**src/hdl/iea_pkg.sv**
```systemverilog
// Shared types and constants for the indexed effective address unit.
// Used by iea_decode, iea_addr and indexed_effective_address_unit.
package iea_pkg;

  localparam int unsigned AddrWidth = 16;

  // Mode codes in bits 3..0 of an indexed postbyte
  localparam logic [3:0] ModeInc1    = 4'h0;
  localparam logic [3:0] ModeInc2    = 4'h1;
  localparam logic [3:0] ModeDec1    = 4'h2;
  localparam logic [3:0] ModeDec2    = 4'h3;
  localparam logic [3:0] ModeZero    = 4'h4;
  localparam logic [3:0] ModeAccB    = 4'h5;
  localparam logic [3:0] ModeAccA    = 4'h6;
  localparam logic [3:0] ModeOff8    = 4'h8;
  localparam logic [3:0] ModeOff16   = 4'h9;
  localparam logic [3:0] ModeAccD    = 4'hB;
  localparam logic [3:0] ModePcOff8  = 4'hC;
  localparam logic [3:0] ModePcOff16 = 4'hD;
  localparam logic [3:0] ModeExtInd  = 4'hF;

  localparam logic [7:0] PostExtInd  = 8'h9F;

  localparam logic [2:0] DeltaNone    = 3'd0;
  localparam logic [2:0] DeltaOne     = 3'd1;
  localparam logic [2:0] DeltaTwo     = 3'd2;
  localparam logic [2:0] DeltaInvalid = 3'b111;

  localparam logic [2:0] BiasZero   = 3'd0;
  localparam logic [2:0] BiasPlus1  = 3'd1;
  localparam logic [2:0] BiasPlus2  = 3'd2;
  localparam logic [2:0] BiasMinus1 = 3'b111;
  localparam logic [2:0] BiasMinus2 = 3'b110;

  typedef enum logic [1:0] {
    BASE_REG,
    BASE_PC,
    BASE_ZERO
  } base_sel_t;

  typedef enum logic [2:0] {
    OFF_ZERO,
    OFF_SEXT5,
    OFF_ACC_B,
    OFF_ACC_A,
    OFF_EXT8,
    OFF_EXT16,
    OFF_ACC_D
  } off_sel_t;

  typedef struct packed {
    base_sel_t  base_sel;
    off_sel_t   off_sel;
    logic [1:0] reg_sel;
    logic [4:0] off5;
    logic [2:0] bias;     // small signed constant added to the sum
    logic       ea_base;  // post-increment: address is the unstepped register
    logic       wr;
    logic       ind;
    logic [2:0] delta;
    logic       bad;
  } iea_ctrl_t;

  typedef struct packed {
    logic [AddrWidth-1:0] ea_address;
    logic                 needs_indirect;
    logic                 index_write;
    logic [1:0]           index_select;
    logic [AddrWidth-1:0] index_new;
    logic [2:0]           pc_delta;
    logic                 invalid_post;
  } iea_result_t;

endpackage

```
**src/hdl/iea_decode.sv**
```systemverilog
// Postbyte decoder: turns the mode byte into adder controls and flags.
// Depends on iea_pkg.
module iea_decode
  import iea_pkg::*;
(
  input  logic [7:0] postbyte,
  output iea_ctrl_t  ctrl
);

  always_comb begin
    ctrl          = '0;
    ctrl.base_sel = BASE_REG;
    ctrl.off_sel  = OFF_ZERO;
    ctrl.reg_sel  = postbyte[6:5];
    ctrl.off5     = postbyte[4:0];
    ctrl.bias     = BiasZero;
    ctrl.delta    = DeltaNone;
    if (!postbyte[7]) begin
      ctrl.off_sel = OFF_SEXT5;
    end else begin
      ctrl.ind = postbyte[4];
      unique case (postbyte[3:0])
        ModeInc1: begin
          ctrl.bias    = BiasPlus1;
          ctrl.ea_base = 1'b1;
          ctrl.wr      = 1'b1;
          ctrl.bad     = postbyte[4];
        end
        ModeInc2: begin
          ctrl.bias    = BiasPlus2;
          ctrl.ea_base = 1'b1;
          ctrl.wr      = 1'b1;
        end
        ModeDec1: begin
          ctrl.bias = BiasMinus1;
          ctrl.wr   = 1'b1;
          ctrl.bad  = postbyte[4];
        end
        ModeDec2: begin
          ctrl.bias = BiasMinus2;
          ctrl.wr   = 1'b1;
        end
        ModeZero: ctrl.off_sel = OFF_ZERO;
        ModeAccB: ctrl.off_sel = OFF_ACC_B;
        ModeAccA: ctrl.off_sel = OFF_ACC_A;
        ModeOff8: begin
          ctrl.off_sel = OFF_EXT8;
          ctrl.delta   = DeltaOne;
        end
        ModeOff16: begin
          ctrl.off_sel = OFF_EXT16;
          ctrl.delta   = DeltaTwo;
        end
        ModeAccD: ctrl.off_sel = OFF_ACC_D;
        ModePcOff8: begin
          // PC-relative uses the PC past the offset bytes
          ctrl.base_sel = BASE_PC;
          ctrl.off_sel  = OFF_EXT8;
          ctrl.bias     = BiasPlus1;
          ctrl.delta    = DeltaOne;
        end
        ModePcOff16: begin
          ctrl.base_sel = BASE_PC;
          ctrl.off_sel  = OFF_EXT16;
          ctrl.bias     = BiasPlus2;
          ctrl.delta    = DeltaTwo;
        end
        ModeExtInd: begin
          ctrl.base_sel = BASE_ZERO;
          ctrl.off_sel  = OFF_EXT16;
          ctrl.delta    = DeltaTwo;
          ctrl.bad      = (postbyte != PostExtInd);
        end
        default: ctrl.bad = 1'b1;
      endcase
    end
  end

endmodule

```
**src/hdl/iea_addr.sv**
```systemverilog
// Address datapath: register select, offset extension and the 16-bit sum.
// Depends on iea_pkg; driven by the iea_decode controls.
module iea_addr
  import iea_pkg::*;
(
  input  iea_ctrl_t              ctrl,
  input  logic [AddrWidth-1:0]   reg_x,
  input  logic [AddrWidth-1:0]   reg_y,
  input  logic [AddrWidth-1:0]   reg_u,
  input  logic [AddrWidth-1:0]   reg_s,
  input  logic [AddrWidth-1:0]   acc_d,
  input  logic [AddrWidth-1:0]   prog_counter,
  input  logic [AddrWidth-1:0]   ext_word,
  output iea_result_t            result
);

  logic [AddrWidth-1:0] idx_reg;
  logic [AddrWidth-1:0] base;
  logic [AddrWidth-1:0] offset;
  logic [AddrWidth-1:0] bias_ext;
  logic [AddrWidth-1:0] sum;

  always_comb begin
    unique case (ctrl.reg_sel)
      2'd0:    idx_reg = reg_x;
      2'd1:    idx_reg = reg_y;
      2'd2:    idx_reg = reg_u;
      default: idx_reg = reg_s;
    endcase
  end

  always_comb begin
    case (ctrl.base_sel)
      BASE_REG: base = idx_reg;
      BASE_PC:  base = prog_counter;
      default:  base = '0;
    endcase
  end

  always_comb begin
    case (ctrl.off_sel)
      OFF_SEXT5: offset = {{(AddrWidth-5){ctrl.off5[4]}}, ctrl.off5};
      OFF_ACC_B: offset = {{(AddrWidth-8){acc_d[7]}}, acc_d[7:0]};
      OFF_ACC_A: offset = {{(AddrWidth-8){acc_d[15]}}, acc_d[15:8]};
      OFF_EXT8:  offset = {{(AddrWidth-8){ext_word[15]}}, ext_word[15:8]};
      OFF_EXT16: offset = ext_word;
      OFF_ACC_D: offset = acc_d;
      default:   offset = '0;
    endcase
  end

  assign bias_ext = {{(AddrWidth-3){ctrl.bias[2]}}, ctrl.bias};
  assign sum      = base + offset + bias_ext;

  always_comb begin
    result = '0;
    if (ctrl.bad) begin
      result.pc_delta     = DeltaInvalid;
      result.invalid_post = 1'b1;
    end else begin
      result.ea_address     = ctrl.ea_base ? idx_reg : sum;
      result.needs_indirect = ctrl.ind;
      result.index_write    = ctrl.wr;
      result.index_select   = ctrl.wr ? ctrl.reg_sel : 2'd0;
      result.index_new      = ctrl.wr ? sum : '0;
      result.pc_delta       = ctrl.delta;
    end
  end

endmodule

```
**src/hdl/indexed_effective_address_unit.sv**
```systemverilog
// Indexed effective address unit: input register, decode and add, result register.
// The result register loads from the input stage; an output stall holds both stages.
// Throughput: one postbyte per cycle unless out_stall holds; 16-bit sum is combinational.
// Reset (rst, synchronous, active high) empties both stages; no other state is kept.
// Depends on iea_pkg, iea_decode and iea_addr.
module indexed_effective_address_unit
  import iea_pkg::*;
(
  input  logic                 clk,
  input  logic                 rst,
  input  logic                 in_valid,
  output logic                 in_stall,
  input  logic [7:0]           postbyte,
  input  logic [AddrWidth-1:0] reg_x,
  input  logic [AddrWidth-1:0] reg_y,
  input  logic [AddrWidth-1:0] reg_u,
  input  logic [AddrWidth-1:0] reg_s,
  input  logic [AddrWidth-1:0] acc_d,
  input  logic [AddrWidth-1:0] prog_counter,
  input  logic [AddrWidth-1:0] ext_word,
  output logic                 out_valid,
  input  logic                 out_stall,
  output logic [AddrWidth-1:0] ea_address,
  output logic                 needs_indirect,
  output logic                 index_write,
  output logic [1:0]           index_select,
  output logic [AddrWidth-1:0] index_new,
  output logic signed [2:0]    pc_delta,
  output logic                 invalid_post
);

  logic                 s1_valid;
  logic [7:0]           s1_post;
  logic [AddrWidth-1:0] s1_x, s1_y, s1_u, s1_s, s1_d, s1_pc, s1_ext;
  logic                 out_free;
  logic                 s1_adv;
  iea_ctrl_t            ctrl;
  iea_result_t          result;

  assign out_free = !out_valid || !out_stall;
  assign s1_adv   = s1_valid && out_free;
  // input stage frees up when its transfer moves on this cycle
  assign in_stall = s1_valid && !out_free;

  always_ff @(posedge clk) begin
    if (rst) begin
      s1_valid <= 1'b0;
    end else if (!in_stall) begin
      s1_valid <= in_valid;
    end
  end

  always_ff @(posedge clk) begin
    if (in_valid && !in_stall) begin
      s1_post <= postbyte;
      s1_x    <= reg_x;
      s1_y    <= reg_y;
      s1_u    <= reg_u;
      s1_s    <= reg_s;
      s1_d    <= acc_d;
      s1_pc   <= prog_counter;
      s1_ext  <= ext_word;
    end
  end

  iea_decode u_decode (
    .postbyte (s1_post),
    .ctrl     (ctrl)
  );

  iea_addr u_addr (
    .ctrl         (ctrl),
    .reg_x        (s1_x),
    .reg_y        (s1_y),
    .reg_u        (s1_u),
    .reg_s        (s1_s),
    .acc_d        (s1_d),
    .prog_counter (s1_pc),
    .ext_word     (s1_ext),
    .result       (result)
  );

  always_ff @(posedge clk) begin
    if (rst) begin
      out_valid <= 1'b0;
    end else if (out_free) begin
      out_valid <= s1_valid;
    end
  end

  always_ff @(posedge clk) begin
    if (s1_adv) begin
      ea_address     <= result.ea_address;
      needs_indirect <= result.needs_indirect;
      index_write    <= result.index_write;
      index_select   <= result.index_select;
      index_new      <= result.index_new;
      pc_delta       <= result.pc_delta;
      invalid_post   <= result.invalid_post;
    end
  end

  a_transfer_lands: assert property (@(posedge clk) disable iff (rst)
    in_valid && !in_stall |=> s1_valid)
    else $error("accepted transfer not held in input stage");

  a_invalid_clean: assert property (@(posedge clk) disable iff (rst)
    out_valid && invalid_post |->
      ea_address == '0 && !index_write && !needs_indirect && pc_delta == DeltaInvalid)
    else $error("invalid postbyte result not cleared");

  a_valid_delta: assert property (@(posedge clk) disable iff (rst)
    out_valid && !invalid_post |-> pc_delta != DeltaInvalid && pc_delta != 3'd3)
    else $error("pc change out of range on valid postbyte");

  a_step_direct: assert property (@(posedge clk) disable iff (rst)
    out_valid && index_write |-> pc_delta == DeltaNone && !invalid_post)
    else $error("auto step with offset bytes or invalid flag");

endmodule
```
**config.mk**
```make
export PLATFORM = sky130hd
export DESIGN_NAME = indexed_effective_address_unit
export DESIGN_NICKNAME = d
export VERILOG_FILES = /design/src/hdl/iea_pkg.sv /design/src/hdl/iea_decode.sv /design/src/hdl/iea_addr.sv /design/src/hdl/indexed_effective_address_unit.sv
export SDC_FILE = /design/constraint.sdc
export NUM_CORES = 1
export LEC_CHECK = 0
export BUFFER_PORTS_ARGS = -buffer_cell sky130_fd_sc_hd__buf_4
export CORE_UTILIZATION = 54
export CTS_CLUSTER_SIZE = 16
export DETAILED_ROUTE_END_ITERATION = 6
export MAX_ROUTING_LAYER = met4
export PLACE_DENSITY = 0.9
export SLEW_MARGIN = 20
export SYNTH_ARGS = -nofsm -noshare
export SYNTH_HDL_FRONTEND = slang
export SYNTH_SLANG_ARGS = --single-unit
```
**constraint.sdc**
```tcl
create_clock -name clk -period 8.6 [get_ports clk]
set_input_delay 0.43 -clock clk [delete_from_list [all_inputs] [get_ports clk]]
set_output_delay 0.43 -clock clk [all_outputs]
set_load 0.02 [all_outputs]
```
Word level (Yosys, flattened, before mapping)
Index checks and enable logic that the tools add are counted.
{"block": "word_totals", "register_bits": 162, "latchBits": 0, "ramBits": 0, "rom_bits": 0, "input_bits": 124, "out_inout_bits": 42, "elab_cells": 80, "n_memories": 0}
{"block": "classes", "addsub": 2, "mul": 0, "div_mod_pow": 0, "n_lt_le_gt_ge": 0, "eq_ne": 22, "shift": 0, "muxes": 15, "bitwise_logic": 2, "n_reduce_logical": 22}
{"cell": "one-hot mux 16 bit (6 select lines)", "n": 1}
{"cell": "one-hot mux 16 bit (3 select lines)", "n": 1}
{"cell": "adder 16 bit", "n": 2}
{"cell": "one-hot mux 16 bit (2 select lines)", "n": 1}
{"cell": "equality test 4 bit (second input constant)", "n": 6}
{"cell": "two-way mux 16 bit", "n": 1}
{"cell": "OR reduction 2 bit", "n": 8}
{"cell": "one-hot mux 3 bit (5 select lines)", "n": 1}
{"cell": "equality test 4 x 3 -> 1 bit (second input constant)", "n": 3}
{"cell": "one-hot mux 3 bit (4 select lines)", "n": 1}
{"cell": "two-way mux 10 bit", "n": 1}
{"cell": "OR reduction 10 bit", "n": 1}
{"cell": "equality test 3 bit (second input constant)", "n": 3}
{"cell": "equality test 4 x 2 -> 1 bit (second input constant)", "n": 2}
{"cell": "!= test 8 bit (second input constant)", "n": 1}
{"cell": "one-hot mux 2 bit (2 select lines)", "n": 2}
{"cell": "equality test 3 x 2 -> 1 bit (second input constant)", "n": 2}
{"cell": "equality test 2 x 1 -> 1 bit (second input constant)", "n": 2}
{"cell": "equality test 4 x 1 -> 1 bit (second input constant)", "n": 1}
{"cell": "zero test 1 bit", "n": 4}
{"cell": "zero test 2 bit", "n": 2}
{"cell": "zero test 4 bit", "n": 1}
{"cell": "OR reduction 4 bit", "n": 1}
{"cell": "equality test 3 x 1 -> 1 bit (second input constant)", "n": 1}
{"cell": "other kinds (9)", "n": 14}

Depth between registers and ports, before layout
Gate-level depths: netlist of run 1.
{"block": "depth", "depth_word": 9, "ltp_mapped": 17, "mapped_depth_nobuf": 16}

Cells and area by module
From an unflattened synthesis of run 1, not the netlist that was laid out.
{"block": "unflattened", "cells_unflattened": 557, "area_unflattened_um2": 7707.4}
{"module": "indexed_effective_address_unit", "instances": 1, "cells_each": 170, "area_each_um2": 4890.9, "seq_area_each_um2": 4844.6}
{"module": "iea_addr", "instances": 1, "cells_each": 341, "area_each_um2": 2536.2, "seq_area_each_um2": 0.0}
{"module": "iea_decode", "instances": 1, "cells_each": 46, "area_each_um2": 280.3, "seq_area_each_um2": 0.0}

Worst setup path before layout of run 1
No wires, ideal clock.
{"block": "synth_path", "kind": "input to register", "from": "input out_stall", "to": "register s1_d[0], enable pin", "setup_time_ns": 0.612, "arrival_time_ns": 5.982, "path_slack_ns": 2.006, "path_stages": 2, "n_path_buf": 0, "cell_sequence": "and3_1 > nor2b_1"}
{"block": "synth_between", "elab_chain_len": 6}
{"item": "from (decl)", "line_no": "indexed_effective_address_unit.sv:22", "text": "input logic out_stall,"}
{"item": "zero test 1 bit", "line_no": "indexed_effective_address_unit.sv:40", "text": "assign out_free = !out_valid || !out_stall;"}
{"item": "logical OR 1 bit", "line_no": "indexed_effective_address_unit.sv:40"}
{"item": "zero test 1 bit", "line_no": "indexed_effective_address_unit.sv:43", "text": "assign in_stall = s1_valid && !out_free;"}
{"item": "logical AND 1 bit", "line_no": "indexed_effective_address_unit.sv:43"}
{"item": "zero test 1 bit", "line_no": "indexed_effective_address_unit.sv:54", "text": "if (in_valid && !in_stall) begin"}
{"item": "logical AND 1 bit", "line_no": "indexed_effective_address_unit.sv:54"}
{"item": "to (signal assigned)", "line_no": "indexed_effective_address_unit.sv:60", "text": "s1_d <= acc_d;"}
{"item": "to (decl)", "line_no": "indexed_effective_address_unit.sv:34", "text": "logic [AddrWidth-1:0] s1_x, s1_y, s1_u, s1_s, s1_d, s1_pc, s1_ext;"}
Every way passes these cells.
A chain may end at the register's enable or synchronous reset.

Final worst setup path of run 1
{"block": "layout_path", "from": "register s1_post[2]", "to": "register ea_address[15], data pin"}
{"block": "layout_between", "elab_chain_len": 9}
{"item": "from (decl)", "line_no": "indexed_effective_address_unit.sv:33", "text": "logic [7:0] s1_post;"}
{"item": "from (signal assigned)", "line_no": "indexed_effective_address_unit.sv:55", "text": "s1_post <= postbyte;"}
{"item": "equality test 4 bit", "line_no": "iea_decode.sv:22", "text": "unique case (postbyte[3:0])"}
{"item": "OR reduction 3 bit (no line) / OR reduction 2 bit (equally long branches)"}
{"item": "one-hot mux 3 bit (5 select lines) / one-hot mux 2 bit (2 select lines) (equally long branches)", "line_no": "iea_decode.sv:22"}
{"item": "two-way mux 3 bit / two-way mux 2 bit (equally long branches)", "line_no": "iea_decode.sv:18", "text": "if (!postbyte[7]) begin"}
{"item": "equality test 3 bit (tied with other cells)", "line_no": "iea_addr.sv:41", "text": "case (ctrl.off_sel)"}
{"item": "one-hot mux 16 bit (6 select lines) / one-hot mux 16 bit (2 select lines) (equally long branches)", "line_no": "iea_addr.sv:41, iea_addr.sv:33"}
{"item": "adder 16 bit (2 in series)", "line_no": "iea_addr.sv:53", "text": "assign sum = base + offset + bias_ext;"}
{"item": "two-way mux 16 bit", "line_no": "iea_addr.sv:61", "text": "result.ea_address = ctrl.ea_base ? idx_reg : sum;"}
{"item": "to (signal assigned)", "line_no": "indexed_effective_address_unit.sv:93", "text": "ea_address <= result.ea_address;"}
{"item": "to (decl)", "line_no": "indexed_effective_address_unit.sv:23", "text": "output logic [AddrWidth-1:0] ea_address,"}
Parallel ways exist; a longest one is shown, timed or not.

==> results of run 1 <==
[synthesized netlist by cell type, types with 3 or more instances]
master | n | share of area (%)
xnor2_1 | 6 | 0.71
fa_1 | 16 | 4.3
o21a_1 | 3 | 0.30
nand2_1 | 39 | 2.0
and3_1 | 6 | 0.51
a222oi_1 | 4 | 0.54
mux4_1 | 5 | 1.8
a21o_1 | 6 | 0.61
a221oi_1 | 10 | 1.2
and2_1 | 12 | 1.0
nor2b_1 | 6 | 0.51
a21oi_1 | 26 | 1.8
nor3_1 | 5 | 0.34
inv_1 | 30 | 1.5
a221o_1 | 3 | 0.40
a22oi_1 | 13 | 1.3
ha_1 | 14 | 2.4
o21bai_1 | 3 | 0.30
xor2_1 | 5 | 0.59
mux4_2 | 11 | 3.3
clkbuf_1 | 20 | 1.0
nand3_1 | 7 | 0.47
o21ai_0 | 8 | 0.54
nor2_1 | 26 | 1.3
edfxtp_1 | 160 | 65
a211o_1 | 3 | 0.35
or3_1 | 5 | 0.42
[cell families after synthesis]
logic type,count (synthesis),synth area share [%]
adders and majority gates,30,6.67
buffers and inverters,55,3.00
muxes,17,5.24
xor gates and xnor gates,12,1.62
and+or+nand+nor,120,8.20
DFF,162,65.2
AOI/OAI and AO/OA,104,10.1
[worst reg2reg max path: stages (launching register included)]
cell and delay, ns:
edfxtp_1 0.67, nand2b_1 0.24, nand2_1 0.07, nor2_1 0.70, a222oi_1 0.21, nand2_1 0.12
a21oi_1 0.07, fa_1 0.55, inv_1 0.04, ha_1 0.21, fa_1 0.43, a211o_1 0.33
a21oi_1 0.23, o22ai_1 0.14, o41ai_1 0.61, a2111o_1 0.23, o211ai_2 0.09
[path summary, 6_finish.rpt]
kind | start | endpoint | slack [ns]
max | s1_post[2] | ea_address[15] | 3.39
min | rst | s1_valid | 0.16
max reg2reg | s1_post[2] | ea_address[15] | 3.39
min reg2reg | s1_valid | out_valid | 0.52
[cell type report]
class | instances | area share, %
tap | 176 | 2.33
inverter | 31 | 1.23
clock buffer | 17 | 4.51
multi-input combinational | 283 | 25.3
clock inverter | 15 | 1.57
timing repair buffer | 172 | 13.7
sequential | 162 | 51.4
[stage by stage]
stage	std cells	total power (uW)	instance area [um2]	utilization [%]
after floorplan	500	1230	7430	-
after global placement	824	1350	8860	66.4
after detailed placement	824	1360	8860	66.4
after CTS	856	2080	9430	70.7
after global routing	856	2160	9430	70.7
final	856	2070	9430	70.7
[metal layers]
metal  share of wire [%]  track usage [%]  up-vias
met4                 3.4             11.3        0
met5                   0                -        -
met3                 7.0             5.70       41
met1                  41             32.9     2315
li1                    -                -     2253
met2                  48             38.4      235
[registers in the layout (all words and copies together) (netlist names), 8 cells and up]
register	cells
s1_pc	16
s1_u	16
s1_s	16
index_new	16
ea_address	16
s1_d	16
s1_ext	16
s1_post	8
s1_y	16
s1_x	16
[report_power, final]
part | switching (uW) | leakage (uW) | total (uW) | internal (uW)
sequential | 23.0 | 0.00156 | 960 | 937
clock | 318 | 0.000279 | 724 | 406
combinational | 211 | 0.00201 | 391 | 179
==> flow_summary.json, run 1 <==
{
  "cp_slowest_cell": "nor2_1",
  "area_growth_pct": 26.9,
  "die_h_um": 119,
  "drive_above_1_share_pct": 32.8,
  "min_delay_path_depth": 2,
  "drv_slew": 0,
  "cts_hold_buffers": 0,
  "fin_crit_sh_pct": 60.6,
  "p_leak_uw": 0.00385,
  "die_width_um": 119,
  "antenna_found_initial": 0,
  "cts_resized": 0,
  "setup_viol": 0,
  "status": "finished clean",
  "slowest_delay_ns": 0.70,
  "insertedDiodeCount": 0,
  "yosys.cell_types.count": 61,
  "netlist_area_um2": 7430,
  "endpoint_kind": "register",
  "ys_warn_count": 0,
  "worstPathMaxFanout": 16,
  "grt_pass1_wl_um": 25500,
  "ios": 166,
  "clockRootBuffer": "clkbuf_16",
  "post_cts_buffers": 0,
  "wl_per_cell_um": 19.3,
  "cp_cell_sequence": "nand2b_1 -> nand2_1 -> nor2_1 -> a222oi_1 -> nand2_1 -> a21oi_1 -> fa_1 -> inv_1 -> ha_1 -> fa_1 -> a211o_1 -> a21oi_1 -> o22ai_1 -> o41ai_1 -> a2111o_1 -> o211ai_2",
  "ir_drop_v": 0.000163,
  "ant_nets": 0,
  "synth_async_sr_flop_share_pct": 0,
  "grt_setup_unrepaired": "false",
  "num_rows": 42,
  "tightestPinTransition_ns": 0.909,
  "period_needed_ns": 5.21,
  "vias": 4844,
  "critPathRequiredTime_ns": 8.76,
  "clkTransAtPathRegs_ns": 0.07,
  "startpoint_type": "register",
  "drt_wl_total_um": 16500,
  "seq_area_frac_synth_pct": 65.2,
  "crit_family": "compound AO/OA/AOI/OAI gates",
  "clock.fmax_mhz": 192,
  "hold_violations": 0,
  "drc": 0,
  "setup_slack_ns": 3.39,
  "grtUsageTotal_pct": 25.3,
  "core_um2": 13300,
  "crit_arrival_ns": 5.37,
  "final_common_cell": "buf_4",
  "grt_max_degree": 73,
  "reg2regPathDepth": 16,
  "final_cell_mix": "172 x buf_4, 160 x edfxtp_1, 39 x nand2_1, 30 x inv_1",
  "io_buffers": 165,
  "power.density_nw_per_um2": 220,
  "pre_cts_slack_ns": 3.55,
  "initial_utilization_pct": 55.7,
  "cts_max_level": 4,
  "synth_edf_count": 160,
  "avgSynthCellArea_um2": 14.9,
  "numCtsBuffers": 17,
  "via_per_inst": 5.66,
  "multi_input_comb_area_um2": 2390,
  "cts_tree": "built",
  "synth-seq-cells": 162,
  "critPathKind": "reg2reg",
  "overflow": 0,
  "fin_skew_ns": 0.00729,
  "syn_nets": 654,
  "max_cap_viol_count": 0,
  "relSlewSlack_pct": 39.2,
  "nFillCells": 891,
  "gp_congestion": 0.854,
  "dieArea_um2": 14200,
  "firstDrtPassIters": 6,
  "synth_cells": 500,
  "regArea_um2": 4840,
  "crit_cells": 16,
  "min_path_type": "in2reg",
  "synthFlopType": "edfxtp_1",
  "dp_hpwl_um": 12500,
  "fin_nets": 821,
  "first_iter_violations": 505,
  "first_global_vias": 4761,
  "cp_num_buf_inv": 1,
  "clock_latency_ns": 0.43,
  "worst_hold_slack_ns": 0.160,
  "cts_sinks": 162,
  "ctsLongestPathBuffers": 2,
  "fin_tns_setup_ns": 0
}
Power figures use the tool's default switching activity.
==> run 2, diff against run 1 <==
- CORE_UTILIZATION: 54 -> 49
- PLACE_DENSITY: 0.9 -> 0.86
- clock period: 8.6 -> 4.75 ns (I/O delays scaled with it)
==> run 2 against run 1 <==
Net effect:
- the flow now finishes with violations (DRC)
- clock skew increased by 0.0087 ns
- via count is 16% higher
- sequential share of layout area shrank 6.7 points
- flip-flop and latch count stayed put
- worst hold slack worse by 0.11 ns
- register-to-register slack got worse by 3.1 ns
- combinational power grew 110%
- critical endpoint unchanged
- highest routed layer unchanged
==> flow_summary.json, run 2 (same netlist as run 1, synthesis figures left out) <==
{
  "power.density_nw_per_um2": 378,
  "cts_max_level": 4,
  "wl_per_cell_um": 21.0,
  "clock_latency_ns": 0.43,
  "vias": 5608,
  "power_frac_clock_pct": 37.7,
  "drive_above_1_share_pct": 29.3,
  "first_iter_violations": 594,
  "fin_skew_ns": 0.0160,
  "cts_tree": "built",
  "critPathRequiredTime_ns": 4.89,
  "gr-usage-met2_pct": 46.2,
  "met1_usage_pct": 33.2,
  "num_rows": 44,
  "p_int_uw": 3050,
  "r2r_slack_ns": 0.27,
  "ant_nets": 0,
  "core_um2": 14600,
  "drv_slew": 0,
  "cts_sinks": 162,
  "clockRootBuffer": "clkbuf_16",
  "gp_congestion": 0.857,
  "relSlewSlack_pct": 45.7,
  "pre_cts_slack_ns": 0.247,
  "met3_usage_pct": 5.69,
  "grtUsageTotal_pct": 28.1,
  "crit_arrival_ns": 4.62,
  "dp_hpwl_um": 13100,
  "final_cell_mix": "182 x buf_4, 160 x edfxtp_1, 121 x dlygate4sd3_1, 39 x nand2_1, 30 x inv_1",
  "area_growth_pct": 46.1,
  "status": "finished with violations",
  "worstPathMaxFanout": 15,
  "grt_pass1_wl_um": 31100,
  "p_comb_share_pct": 19.9,
  "clkTransAtPathRegs_ns": 0.06,
  "numCtsBuffers": 17,
  "worst_hold_slack_ns": 0.0448,
  "nFillCells": 867,
  "drt_wl_total_um": 21000,
  "power_uw": 4100,
  "tightestPinTransition_ns": 0.814,
  "startpoint_type": "register",
  "via_per_inst": 5.62,
  "max_cap_viol_count": 0,
  "min_delay_path_depth": 3,
  "hold_violations": 0,
  "ios": 166,
  "setup_slack_ns": 0.268,
  "die_width_um": 125,
  "critPathKind": "reg2reg",
  "fin_nets": 953,
  "p_leak_uw": 0.00446,
  "ctsLongestPathBuffers": 2,
  "setup_viol": 0,
  "endpoint_kind": "register",
  "io_buffers": 165,
  "postPlaceCellArea_um2": 8930,
  "overflow": 0,
  "stdcell_area_um2": 10900,
  "swShare_pct": 25.7,
  "die_h_um": 125,
  "first_global_vias": 5599,
  "dieArea_um2": 15700,
  "fin_crit_sh_pct": 94.4,
  "grt-busiest-layer": "met2",
  "antenna_found_initial": 2,
  "grt_max_degree": 121,
  "initial_utilization_pct": 50.7,
  "reg2regPathDepth": 15,
  "final_common_cell": "buf_4",
  "drc": 18,
  "violations": "DRC",
  "firstDrtPassIters": 7,
  "seq_power_share_pct": 42.4,
  "switching_power_uw": 1060,
  "period_needed_ns": 4.48,
  "min_path_type": "in2reg",
  "ir_drop_v": 0.000280,
  "clock.fmax_mhz": 223
}
==> run 2: cell count changes in the layout (fill, tap and decap cells not counted), moves of 2 or more <==
cell,previous run,this run
buf_4,172,182
diode_2,0,2
clkinv_4,3,1
dlygate4sd3_1,0,121
clkinvlp_4,2,0
nor2b_2,0,2
bufinv_16,1,5
nor2b_1,5,3
==> run 2: worst paths after layout <==
kind,end,from
worst max-delay path,ea_address[15],s1_post[3]
worst min-delay path,s1_valid,in_valid
worst max register to register,ea_address[15],s1_post[3]
worst min register to register,out_valid,s1_valid
==> run 2: area by class of cell <==
type                    instances  area, um2  share of cell area, %
clock buffers                  17        425                   3.92
diodes                          2       5.00                 0.0461
repair buffers                304       2600                   23.9
clock inverters                15        239                   2.20
flip-flops and latches        162       4840                   44.6
well taps                     184        230                   2.12
multi-input cells             283       2390                   22.1
inverters                      31        116                   1.07
==> run 2: power by group through the flow <==
stage / clock (uW) / combinational [uW] / sequential (uW)
floorplan: 0 / 423 / 1790
global placement: 0 / 692 / 1760
detailed placement: 0 / 706 / 1770
CTS: 1540 / 789 / 1740
global route: 1620 / 882 / 1750
finish: 1550 / 814 / 1740
==> run 2: what timing repair did <==
item	in CTS	in global routing
gates resized for setup	0	4
endpoints found under the setup margin	0	2
buffers inserted	0	5
endpoints found under the hold margin	120	2
hold buffers	119	2
==> run 2: critical path: stages (launching register included) <==
cell	delay [ns]
edfxtp_1	0.64
nor4bb_1	0.45
buf_4	0.26
a21o_1	0.12
a211o_1	0.30
a21oi_1	0.12
fa_1	0.53
inv_1	0.04
ha_1	0.24
or3_1	0.39
a21oi_1	0.26
o22ai_1	0.16
o41ai_1	0.30
buf_4	0.19
a2111o_1	0.11
o211ai_2	0.09
==> run 2: through the flow <==
step                      utilization [%]  TNS (ns)  cells
after global placement               61.0         0    838
after floorplan                         -         0    500
after CTS                            73.6         0    989
final                                74.1         0    998
after global routing                 74.1   -0.0435    998
after detailed placement             61.0         0    838
==> run 2: metal layers <==
layer / part of all wire (%) / vias to the layer above
met5: 0 / -
li1: - / 2521
met4: 3.4 / 0
met2: 51 / 309
met3: 7.4 / 59
met1: 38 / 2719
